--- src/sv/rgtd_pkg.sv ---
// Shared types and constants for the RDS group text decoder.
// No dependencies; used by every module of the block.
`timescale 1ns / 1ps
`default_nettype none

package rgtd_pkg;

   localparam int STORE_CHARS_DEFAULT = 64;

   // Character positions within one store row (four bytes per row)
   localparam int LANES = 4;

   typedef enum logic [1:0] {
      MODE_POLL       = 2'd0,
      MODE_GROUP      = 2'd1,
      MODE_INVALIDATE = 2'd2,
      MODE_READ       = 2'd3
   } mode_type;

   typedef enum logic [1:0] {
      CSR_ENABLE  = 2'd0,
      CSR_STARTUP = 2'd1,
      CSR_TIMEOUT = 2'd2
   } csr_index_type;

   localparam logic [3:0] GTYPE_SERVICE = 4'd0;
   localparam logic [3:0] GTYPE_TEXT    = 4'd2;

   localparam logic       ENABLE_RESET  = 1'b1;
   localparam logic [7:0] STARTUP_RESET = 8'd50;
   localparam logic [7:0] TIMEOUT_RESET = 8'd15;

   // Byte-enable write into a four-character row
   typedef struct packed {
      logic [LANES-1:0]      lane_en;
      logic [3:0]            row;
      logic [LANES-1:0][7:0] data;
   } wr_req_type;

   // Decoder state after an item has been applied
   typedef struct packed {
      logic        avail;
      logic [15:0] block2;
      logic [4:0]  text;
   } status_type;

endpackage

`default_nettype wire

--- src/sv/rgtd_char_store.sv ---
// One 64-character store, kept as rows of four bytes with byte-enable writes.
// Per-character valid bits give the all-zero reset and clear. Uses rgtd_pkg.
`timescale 1ns / 1ps
`default_nettype none

module rgtd_char_store
   import rgtd_pkg::*;
#(
   parameter int STORE_CHARS = STORE_CHARS_DEFAULT
) (
   input  wire logic       clock,
   input  wire logic       reset,
   input  wire logic       clear,
   input  wire wr_req_type wr,
   input  wire logic       rd_en,
   input  wire logic [5:0] rd_index,
   output logic [7:0]      rd_char
);

   localparam int ROWS   = (STORE_CHARS + LANES - 1) / LANES;
   localparam int ROW_AW = (ROWS > 1) ? $clog2(ROWS) : 1;

   logic [LANES-1:0][7:0] mem_ff [ROWS];
   logic [LANES-1:0]      valid_ff [ROWS];
   logic [LANES-1:0]      valid_in [ROWS];

   logic [LANES-1:0]      lane_ok;
   logic [ROW_AW-1:0]     wr_row;
   logic [ROW_AW-1:0]     rd_row;
   logic [5:0]            pos;

   logic [LANES-1:0][7:0] rd_data_ff;
   logic [LANES-1:0]      rd_valid_ff;
   logic [1:0]            rd_lane_ff;
   logic                  rd_range_ff;

   assign wr_row = ROW_AW'(wr.row);
   assign rd_row = ROW_AW'(rd_index[5:2]);

   // characters past the end of the store are dropped lane by lane
   always_comb begin
      pos = '0;
      for (int l = 0; l < LANES; l++) begin
         pos        = {wr.row, 2'(l)};
         lane_ok[l] = wr.lane_en[l] && (int'(pos) < STORE_CHARS);
      end
   end

   always_ff @(posedge clock) begin
      for (int l = 0; l < LANES; l++) begin
         if (lane_ok[l]) begin
            mem_ff[wr_row][l] <= wr.data[l];
         end
      end
   end

   always_comb begin
      for (int r = 0; r < ROWS; r++) begin
         valid_in[r] = valid_ff[r];
         if (clear) begin
            valid_in[r] = '0;
         end else if (wr_row == ROW_AW'(r)) begin
            valid_in[r] = valid_ff[r] | lane_ok;
         end
      end
   end

   always_ff @(posedge clock) begin
      for (int r = 0; r < ROWS; r++) begin
         if (reset) begin
            valid_ff[r] <= '0;
         end else begin
            valid_ff[r] <= valid_in[r];
         end
      end
   end

   always_ff @(posedge clock) begin
      if (rd_en) begin
         rd_data_ff  <= mem_ff[rd_row];
         rd_valid_ff <= valid_ff[rd_row];
         rd_lane_ff  <= rd_index[1:0];
         rd_range_ff <= int'(rd_index) < STORE_CHARS;
      end
   end

   assign rd_char = (rd_range_ff && rd_valid_ff[rd_lane_ff]) ? rd_data_ff[rd_lane_ff] : 8'd0;

endmodule

`default_nettype wire

--- src/sv/rgtd_ctrl.sv ---
// Decoder control: configuration registers, startup and loss counters,
// latched block 2 and radio text fields, store write requests. Uses rgtd_pkg.
`timescale 1ns / 1ps
`default_nettype none

module rgtd_ctrl
   import rgtd_pkg::*;
(
   input  wire logic        clock,
   input  wire logic        reset,
   input  wire logic        csr_write,
   input  wire logic [1:0]  csr_index,
   input  wire logic [7:0]  csr_data,
   input  wire logic        item_valid,
   input  wire mode_type    mode,
   input  wire logic [15:0] block2,
   input  wire logic [15:0] block3,
   input  wire logic [15:0] block4,
   output wr_req_type       svc_wr,
   output wr_req_type       txt_wr,
   output logic             clear_stores,
   output status_type       status
);

   logic       enable_ff, enable_in;
   logic [7:0] startup_ff, startup_in;
   logic [7:0] timeout_ff, timeout_in;
   logic       csr_clear;

   logic [7:0]  delay_ff, delay_in;
   logic [7:0]  loss_ff, loss_in;
   logic        avail_ff, avail_in;
   logic [15:0] block2_ff, block2_in;
   logic [4:0]  text_ff, text_in;
   logic        item_clear;

   always_comb begin
      enable_in  = enable_ff;
      startup_in = startup_ff;
      timeout_in = timeout_ff;
      csr_clear  = 1'b0;
      if (csr_write) begin
         case (csr_index_type'(csr_index))
            CSR_ENABLE: begin
               enable_in = csr_data[0];
               csr_clear = !csr_data[0];
            end
            CSR_STARTUP: startup_in = csr_data;
            CSR_TIMEOUT: timeout_in = csr_data;
            default: ;
         endcase
      end
   end

   always_comb begin
      delay_in   = delay_ff;
      loss_in    = loss_ff;
      avail_in   = avail_ff;
      block2_in  = block2_ff;
      text_in    = text_ff;
      item_clear = 1'b0;
      svc_wr     = '0;
      txt_wr     = '0;
      if (item_valid) begin
         case (mode)
            MODE_INVALIDATE: begin
               avail_in   = 1'b0;
               delay_in   = '0;
               item_clear = 1'b1;
            end
            MODE_READ: ;
            default: begin
               if (enable_ff) begin
                  if (delay_ff < startup_ff) begin
                     delay_in = delay_ff + 8'd1;
                  end else if (mode == MODE_POLL) begin
                     if (loss_ff >= timeout_ff) begin
                        loss_in  = '0;
                        avail_in = 1'b0;
                     end else begin
                        loss_in = loss_ff + 8'd1;
                     end
                  end else begin
                     loss_in   = '0;
                     avail_in  = 1'b1;
                     block2_in = block2;
                     case (block2[15:12])
                        GTYPE_SERVICE: begin
                           // segment*2 lands in row segment/2, low or high half
                           svc_wr.lane_en = block2[0] ? 4'b1100 : 4'b0011;
                           svc_wr.row     = {3'b000, block2[1]};
                           svc_wr.data    = {block4[7:0], block4[15:8],
                                             block4[7:0], block4[15:8]};
                        end
                        GTYPE_TEXT: begin
                           text_in = block2[4:0];
                           if (!block2[11]) begin
                              txt_wr.lane_en = 4'b1111;
                              txt_wr.row     = block2[3:0];
                              txt_wr.data    = {block4[7:0], block4[15:8],
                                                block3[7:0], block3[15:8]};
                           end else begin
                              txt_wr.lane_en = block2[0] ? 4'b1100 : 4'b0011;
                              txt_wr.row     = {1'b0, block2[3:1]};
                              txt_wr.data    = {block4[7:0], block4[15:8],
                                                block4[7:0], block4[15:8]};
                           end
                        end
                        default: ;
                     endcase
                  end
               end
            end
         endcase
      end
   end

   always_ff @(posedge clock) begin
      if (reset) begin
         enable_ff  <= ENABLE_RESET;
         startup_ff <= STARTUP_RESET;
         timeout_ff <= TIMEOUT_RESET;
         delay_ff   <= '0;
         loss_ff    <= '0;
         avail_ff   <= 1'b0;
         block2_ff  <= '0;
         text_ff    <= '0;
      end else begin
         enable_ff  <= enable_in;
         startup_ff <= startup_in;
         timeout_ff <= timeout_in;
         delay_ff   <= delay_in;
         loss_ff    <= loss_in;
         avail_ff   <= avail_in;
         block2_ff  <= block2_in;
         text_ff    <= text_in;
      end
   end

   assign clear_stores  = csr_clear || item_clear;
   assign status.avail  = avail_in;
   assign status.block2 = block2_in;
   assign status.text   = text_in;

endmodule

`default_nettype wire

--- src/sv/rds_group_text_decoder.sv ---
// RDS group text decoder: input register, control, two character stores and
// result register. Depends on rgtd_pkg, rgtd_ctrl and rgtd_char_store.
//
// Usage:
//   req_* carries one item per transfer: tuser is the mode (empty poll, group,
//   invalidate, read), tdata the block 2..4 words and the read address.
//   rsp_* returns exactly one result per item, in order: the latched block 2
//   fields, radio text A/B flag and segment, data-available flag, and the
//   character read (zero for items that are not reads).
//   csr_* writes decoder_enable (0), startup_delay (1) and loss_timeout (2);
//   other indexes are ignored. Write only while no item is in flight.
// Path: the item is registered in the input register, and its result is
// registered in the result register once that register can take it.
// Throughput: one item per cycle unless the result stalls; items pass one input
// register, the control logic and the store read port, then the result register.
// Reset: configuration returns to 1 / 50 / 15, the counters, flags and
// latched fields clear, and both stores read as zero at once (per-character
// valid bits, no clearing pass).
// Stall: while rsp_tready is low the result holds, one more item is taken
// into the input register, then req_tready drops.
`timescale 1ns / 1ps
`default_nettype none

module rds_group_text_decoder
   import rgtd_pkg::*;
#(
   parameter int STORE_CHARS = STORE_CHARS_DEFAULT
) (
   input  wire logic        clock,
   input  wire logic        reset,
   input  wire logic        req_tvalid,
   output logic             req_tready,
   // [15:0] block2_word, [31:16] block3_word, [47:32] block4_word,
   // [48] store_select, [54:49] read_index, [55] zero
   input  wire logic [55:0] req_tdata,
   // [1:0] mode
   input  wire logic [1:0]  req_tuser,
   output logic             rsp_tvalid,
   input  wire logic        rsp_tready,
   // [0] data_available, [4:1] group_type, [5] group_version,
   // [6] traffic_program, [11:7] program_type, [12] traffic_announce,
   // [13] music_speech, [14] decoder_info, [16:15] ps_segment,
   // [17] text_ab_flag, [21:18] text_segment, [29:22] read_char, [31:30] zero
   output logic [31:0]      rsp_tdata,
   input  wire logic        csr_valid,
   output logic             csr_ready,
   input  wire logic [1:0]  csr_index,
   input  wire logic [7:0]  csr_data
);

   logic        a_valid_ff, a_valid_in;
   mode_type    a_mode_ff;
   logic [15:0] a_b2_ff, a_b3_ff, a_b4_ff;
   logic        a_sel_ff;
   logic [5:0]  a_idx_ff;

   logic        rsp_valid_ff, rsp_valid_in;
   status_type  b_status_ff;
   logic        b_read_ff;
   logic        b_sel_ff;

   logic        req_xfer;
   logic        advance;
   logic        rd_en;
   wr_req_type  svc_wr, txt_wr;
   logic        clear_stores;
   status_type  status;
   logic [7:0]  svc_char, txt_char;
   logic [7:0]  read_char;

   assign csr_ready  = 1'b1;
   assign advance    = a_valid_ff && (!rsp_valid_ff || rsp_tready);
   assign req_tready = !a_valid_ff || advance;
   assign req_xfer   = req_tvalid && req_tready;
   assign rd_en      = advance && (a_mode_ff == MODE_READ);

   assign a_valid_in   = req_xfer || (a_valid_ff && !advance);
   assign rsp_valid_in = advance || (rsp_valid_ff && !rsp_tready);

   always_ff @(posedge clock) begin
      if (reset) begin
         a_valid_ff   <= 1'b0;
         rsp_valid_ff <= 1'b0;
      end else begin
         a_valid_ff   <= a_valid_in;
         rsp_valid_ff <= rsp_valid_in;
      end
   end

   always_ff @(posedge clock) begin
      if (req_xfer) begin
         a_mode_ff <= mode_type'(req_tuser);
         a_b2_ff   <= req_tdata[15:0];
         a_b3_ff   <= req_tdata[31:16];
         a_b4_ff   <= req_tdata[47:32];
         a_sel_ff  <= req_tdata[48];
         a_idx_ff  <= req_tdata[54:49];
      end
   end

   always_ff @(posedge clock) begin
      if (advance) begin
         b_status_ff <= status;
         b_read_ff   <= a_mode_ff == MODE_READ;
         b_sel_ff    <= a_sel_ff;
      end
   end

   rgtd_ctrl u_ctrl (
      .clock        (clock),
      .reset        (reset),
      .csr_write    (csr_valid && csr_ready),
      .csr_index    (csr_index),
      .csr_data     (csr_data),
      .item_valid   (advance),
      .mode         (a_mode_ff),
      .block2       (a_b2_ff),
      .block3       (a_b3_ff),
      .block4       (a_b4_ff),
      .svc_wr       (svc_wr),
      .txt_wr       (txt_wr),
      .clear_stores (clear_stores),
      .status       (status)
   );

   rgtd_char_store #(.STORE_CHARS(STORE_CHARS)) u_svc_store (
      .clock    (clock),
      .reset    (reset),
      .clear    (clear_stores),
      .wr       (svc_wr),
      .rd_en    (rd_en),
      .rd_index (a_idx_ff),
      .rd_char  (svc_char)
   );

   rgtd_char_store #(.STORE_CHARS(STORE_CHARS)) u_txt_store (
      .clock    (clock),
      .reset    (reset),
      .clear    (clear_stores),
      .wr       (txt_wr),
      .rd_en    (rd_en),
      .rd_index (a_idx_ff),
      .rd_char  (txt_char)
   );

   assign read_char = b_read_ff ? (b_sel_ff ? txt_char : svc_char) : 8'd0;

   assign rsp_tvalid = rsp_valid_ff;
   assign rsp_tdata  = {2'b00,
                        read_char,
                        b_status_ff.text[3:0],
                        b_status_ff.text[4],
                        b_status_ff.block2[1:0],
                        b_status_ff.block2[2],
                        b_status_ff.block2[3],
                        b_status_ff.block2[4],
                        b_status_ff.block2[9:5],
                        b_status_ff.block2[10],
                        b_status_ff.block2[11],
                        b_status_ff.block2[15:12],
                        b_status_ff.avail};

   // input side only backs up when the result register is full and stalled
   assert property (@(posedge clock) disable iff (reset)
      !req_tready |-> (a_valid_ff && rsp_valid_ff && !rsp_tready))
      else $error("input stalled without a stalled result");

   // an invalidate always reports the flag cleared
   assert property (@(posedge clock) disable iff (reset)
      (advance && a_mode_ff == MODE_INVALIDATE) |=> (rsp_tvalid && !rsp_tdata[0]))
      else $error("invalidate left data_available set");

   // a new result only appears when an item left the input register
   assert property (@(posedge clock) disable iff (reset)
      $rose(rsp_tvalid) |-> $past(advance))
      else $error("result appeared without an item");

endmodule

`default_nettype wire

--- config.mk ---
export PLATFORM = sky130hd
export DESIGN_NAME = rds_group_text_decoder
export DESIGN_NICKNAME = d
export VERILOG_FILES = /design/src/sv/rgtd_pkg.sv /design/src/sv/rgtd_char_store.sv /design/src/sv/rgtd_ctrl.sv /design/src/sv/rds_group_text_decoder.sv
export SDC_FILE = /design/constraint.sdc
export NUM_CORES = 1
export LEC_CHECK = 0
export BUFFER_PORTS_ARGS = -buffer_cell sky130_fd_sc_hd__clkbuf_2
export CAP_MARGIN = 20
export CELL_PAD_IN_SITES_DETAIL_PLACEMENT = 0
export CELL_PAD_IN_SITES_GLOBAL_PLACEMENT = 2
export CORE_ASPECT_RATIO = 1.1
export CORE_MARGIN = 1
export CORE_UTILIZATION = 48
export CTS_CLUSTER_DIAMETER = 40
export DETAILED_ROUTE_END_ITERATION = 12
export GPL_ROUTABILITY_DRIVEN = 0
export PLACE_DENSITY = 0.88
export SETUP_SLACK_MARGIN = 0.15
export SYNTH_ARGS = -nofsm -noshare
export SYNTH_HDL_FRONTEND = slang
export SYNTH_SLANG_ARGS = --single-unit
--- constraint.sdc ---
create_clock -name clock -period 6.05 [get_ports clock]
set_input_delay 1.21 -clock clock [delete_from_list [all_inputs] [get_ports clock]]
set_output_delay 1.21 -clock clock [all_outputs]
set_load 0.01 [all_outputs]
==> key figures <==
Run status
  – Status: finished, final reports clean

Detailed routing
  – Via count: 17,435
  – Avg WL per Cell: 26.0 µm
  – DRT Wirelength: 76.3 mm
  – Post-route ant nets: 0
  – DRT iter0 DRCs: 1,705
  – Pre-antenna DRT Iters: 7
  – DRC Markers: 0
  – Via/cell ratio: 5.94

Die
  – Chip height: 280 µm
  – Num ports: 108
  – Die Wd: 255 µm
  – Die ar.: 0.0714 mm²
  – Initial core utilization: 48.7%
  – Core footprint: 0.0693 mm²
  – Cell Rows: 101

Logic synthesis
  – Syn Area/Cell: 19.1 µm²
  – Synth top area cells: edfxtp_1, mux4_2, dfxtp_1, mux2_2, mux2i_1
  – Synth Flop Type: edfxtp_1
  – Post-Syn Area: 0.0337 mm²
  – Post-synth top area share: 65.1%
  – FF+latch count, synth: 860
  – Distinct cell type count of the synthesized netlist: 67
  – Cells after Synth: 1,763
  – Number of synthesized flops with an enable pin: 731
  – Sequential fraction of the synthesis area: 72.7%
  – Yosys top cell by area: edfxtp_1
  – Ys async rst share: 0%
  – Yosys warning count: 0

Power and ir drop
  – P_leak: 14.6 nW
  – Worst vdd ir: 0.230 mV
  – Power per cell area: 333 mW/mm²

Global route
  – Vias in the first global route: 18,014
  – Largest net degree at the start of global routing: 146
  – Total Routing Usage GR: 21.9%
  – Antenna violations before repair: 1
  – First-pass GRT wire length: 114 mm
  – Overflow after GRT: 0

Finish
  – Final core occ: 56.5%
  – Share of cells above drive strength 1: 31.1%
  – Area grow syn2layout: 15.9%
  – N_diodes: 0
  – Filler instances: 5,140
  – Final net count: 2,010

CTS
  – CTS Buf Count: 106
  – Root Driver: clkbuf_16
  – Clock sinks: 860
  – H-tree depth: 3
  – Clock slew at reported path FFs: 0.06 ns
  – CTS tree: yes
  – Max clock buf depth: 3
  – Post-CTS Setup Bufs: 0
  – Clock Latency Late Sink: 0.67 ns
  – Post-cts resize count: 0
  – Post-cts hold buffer count: 0

Flow run
  – Max cap viols: 0

Worst setup path
  – Setup crit end kind: output port
  – Crit path arrival time: 3.03 ns
  – Worst Path Max Fanout: 18
  – Worst EP required: 4.84 ns
  – CP max stage delay: 1.03 ns
  – CP Class: flip-flop to output port
  – Worst setup SP type: flip-flop
  – Critical-path top delay cell: edfxtp_1
  – CP top delay family: flip-flops
  – WP buf/inv: 1
  – Cell Chain, Critical Path: mux4_2 > nand2_1 > o21ai_0 > and2_1 > clkbuf_2

Timing
  – Crit share post-route: 70.1%
  – Setup_tns: 0 ns
  – RSZ-0062 raised after global routing: false
  – Final hold vios: 0
  – Clk_skew: 0.0263 ns
  – Slew HR: 24.4%
  – Max-slew violation count: 0
  – Final setup violation count: 0
  – Worst-Margin Slew: 1.13 ns
  – Fmax: 236 MHz
  – Min cycle time layout: 4.24 ns

Place
  – Port Buf Inserts: 103
  – HPWL after DPL: 43.7 mm

Worst hold path
  – Hold Path Class: flip-flop to flip-flop
==> stage by stage <==
stage | cell area (µm²) | worst slack, ns | hold slack (ns) | std cells | total power [mW]
after detailed placement | 35500 | 1.80 | 0.405 | 2739 | 6.90
final | 39100 | 1.81 | 0.417 | 2937 | 13.0
after floorplan | 33700 | 1.28 | 0.400 | 1764 | 6.76
after global placement | 35500 | 1.99 | 0.412 | 2738 | 6.90
after global routing | 39100 | 1.66 | 0.421 | 2937 | 13.4
after CTS | 39100 | 1.79 | 0.419 | 2937 | 13.1
==> worst paths after layout <==
path	start	end	slack, ns	cells past startpoint
max	u_svc_store.rd_lane_ff[1]	rsp_tdata[25]	1.81	5
min	a_sel_ff	b_sel_ff	0.42	0
max reg2reg	u_ctrl.startup_ff[7]	u_svc_store.mem_ff[1][8]	2.57	8
min reg2reg	a_sel_ff	b_sel_ff	0.42	0
==> placed cells by master (no fill, tap or decap), types with 8 or more instances in the layout <==
cell type,synthesis,layout
edfxtp_1,731,731
mux4_2,198,198
dfxtp_1,129,129
clkbuf_16,0,109
clkbuf_2,0,103
nand2_1,62,62
nor2_1,52,52
buf_4,6,50
and2_1,45,43
o21a_1,35,35
mux2i_1,35,35
mux2_2,32,32
o31ai_1,29,28
a21oi_1,27,27
inv_1,24,24
nand4_1,24,24
nand3_1,21,21
a32o_1,20,20
o21ai_0,19,19
nand2b_1,17,17
ha_1,17,17
nor4_2,0,16
a22o_1,16,16
clkbuf_1,53,14
inv_6,0,13
clkinvlp_4,0,13
clkinv_2,1,10
nor4_4,10,10
nor3_2,1,10
clkinv_1,0,9
clkinv_4,0,9
and3_1,8,8
bufinv_16,0,8
inv_8,0,8
==> kinds of logic after synthesis <==
logic type	synth area share (%)
flops	72.7
simple gates	5.21
mux	15.3
compound gates	4.33
buf+inv	1.78
fa+ha+maj	0.630
other cells	0.0223
==> state kept, by name, summed over array words and instances, names as in the netlist, 4 cells and up <==
signal	flops
a_b2_ff	16
a_b3_ff	16
a_b4_ff	16
a_idx_ff	6
rsp_tdata	22
u_ctrl.block2_ff	16
u_ctrl.delay_ff	8
u_ctrl.loss_ff	8
u_ctrl.startup_ff	8
u_ctrl.text_ff	5
u_ctrl.timeout_ff	8
u_svc_store.mem_ff	64
u_svc_store.rd_data_ff	32
u_svc_store.rd_valid_ff	4
u_svc_store.valid_ff	8
u_txt_store.mem_ff	512
u_txt_store.rd_data_ff	32
u_txt_store.rd_valid_ff	4
u_txt_store.valid_ff	64
==> report_power, final <==
group	internal (mW)	switching, mW
clock network	3.71	2.55
registers	6.40	0.0475
logic	0.116	0.210
total	10.2	2.81
==> Yosys cell counts (all sizes together) (2+ instances only) <==
cell	number
or2	5
a32o	20
nand3	22
nor4	26
mux2i	35
o211ai	6
dfxtp	129
mux4	198
conb	2
nor3b	2
mux2	32
o31ai	29
a211o	2
nor2b	7
nand2	63
nand2b	18
a21oi	28
clkbuf	53
or4	3
a31oi	4
inv	24
a22o	16
o21a	35
o21ai	20
nand3b	2
or3	4
nand4	25
o311ai	2
nor2	53
o41ai	2
ha	17
a221oi	8
a2111oi	4
nor3	15
edfxtp	731
and2	45
and3	8
buf	56
a211oi	3
==> metal layers <==
layer | global-route usage (%) | vias up | wire length (µm)
met1 | 28.7 | 9175 | 30300
met4 | 6.99 | 0 | 1680
met3 | 3.45 | 98 | 4650
li1 | - | 7533 | -
met5 | 0 | - | 0
met2 | 37.4 | 629 | 39600
==> worst register-to-register path: cells and delay by family, from the launching register on <==
family	cells	cell delay, ns
and+or+nand+nor	3	1.46
DFF	1	0.32
adders and majority gates	1	0.30
AOI/OAI and AO/OA	1	0.29
buffers and inverters	3	0.72
==> cell type report <==
class                           instances  area, µm²  area share, %
Inverter                               25       95.1          0.243
Clock buffer                          123       2780           7.11
Clock inverter                         75        790           2.02
Sequential cell                       860      24500           62.7
Multi-Input combinational cell        770       8790           22.5
Timing Repair Buffer                  157        962           2.46
Tap cell                              927       1160           2.97
No activity file was read; power rests on OpenSTA's default activity.
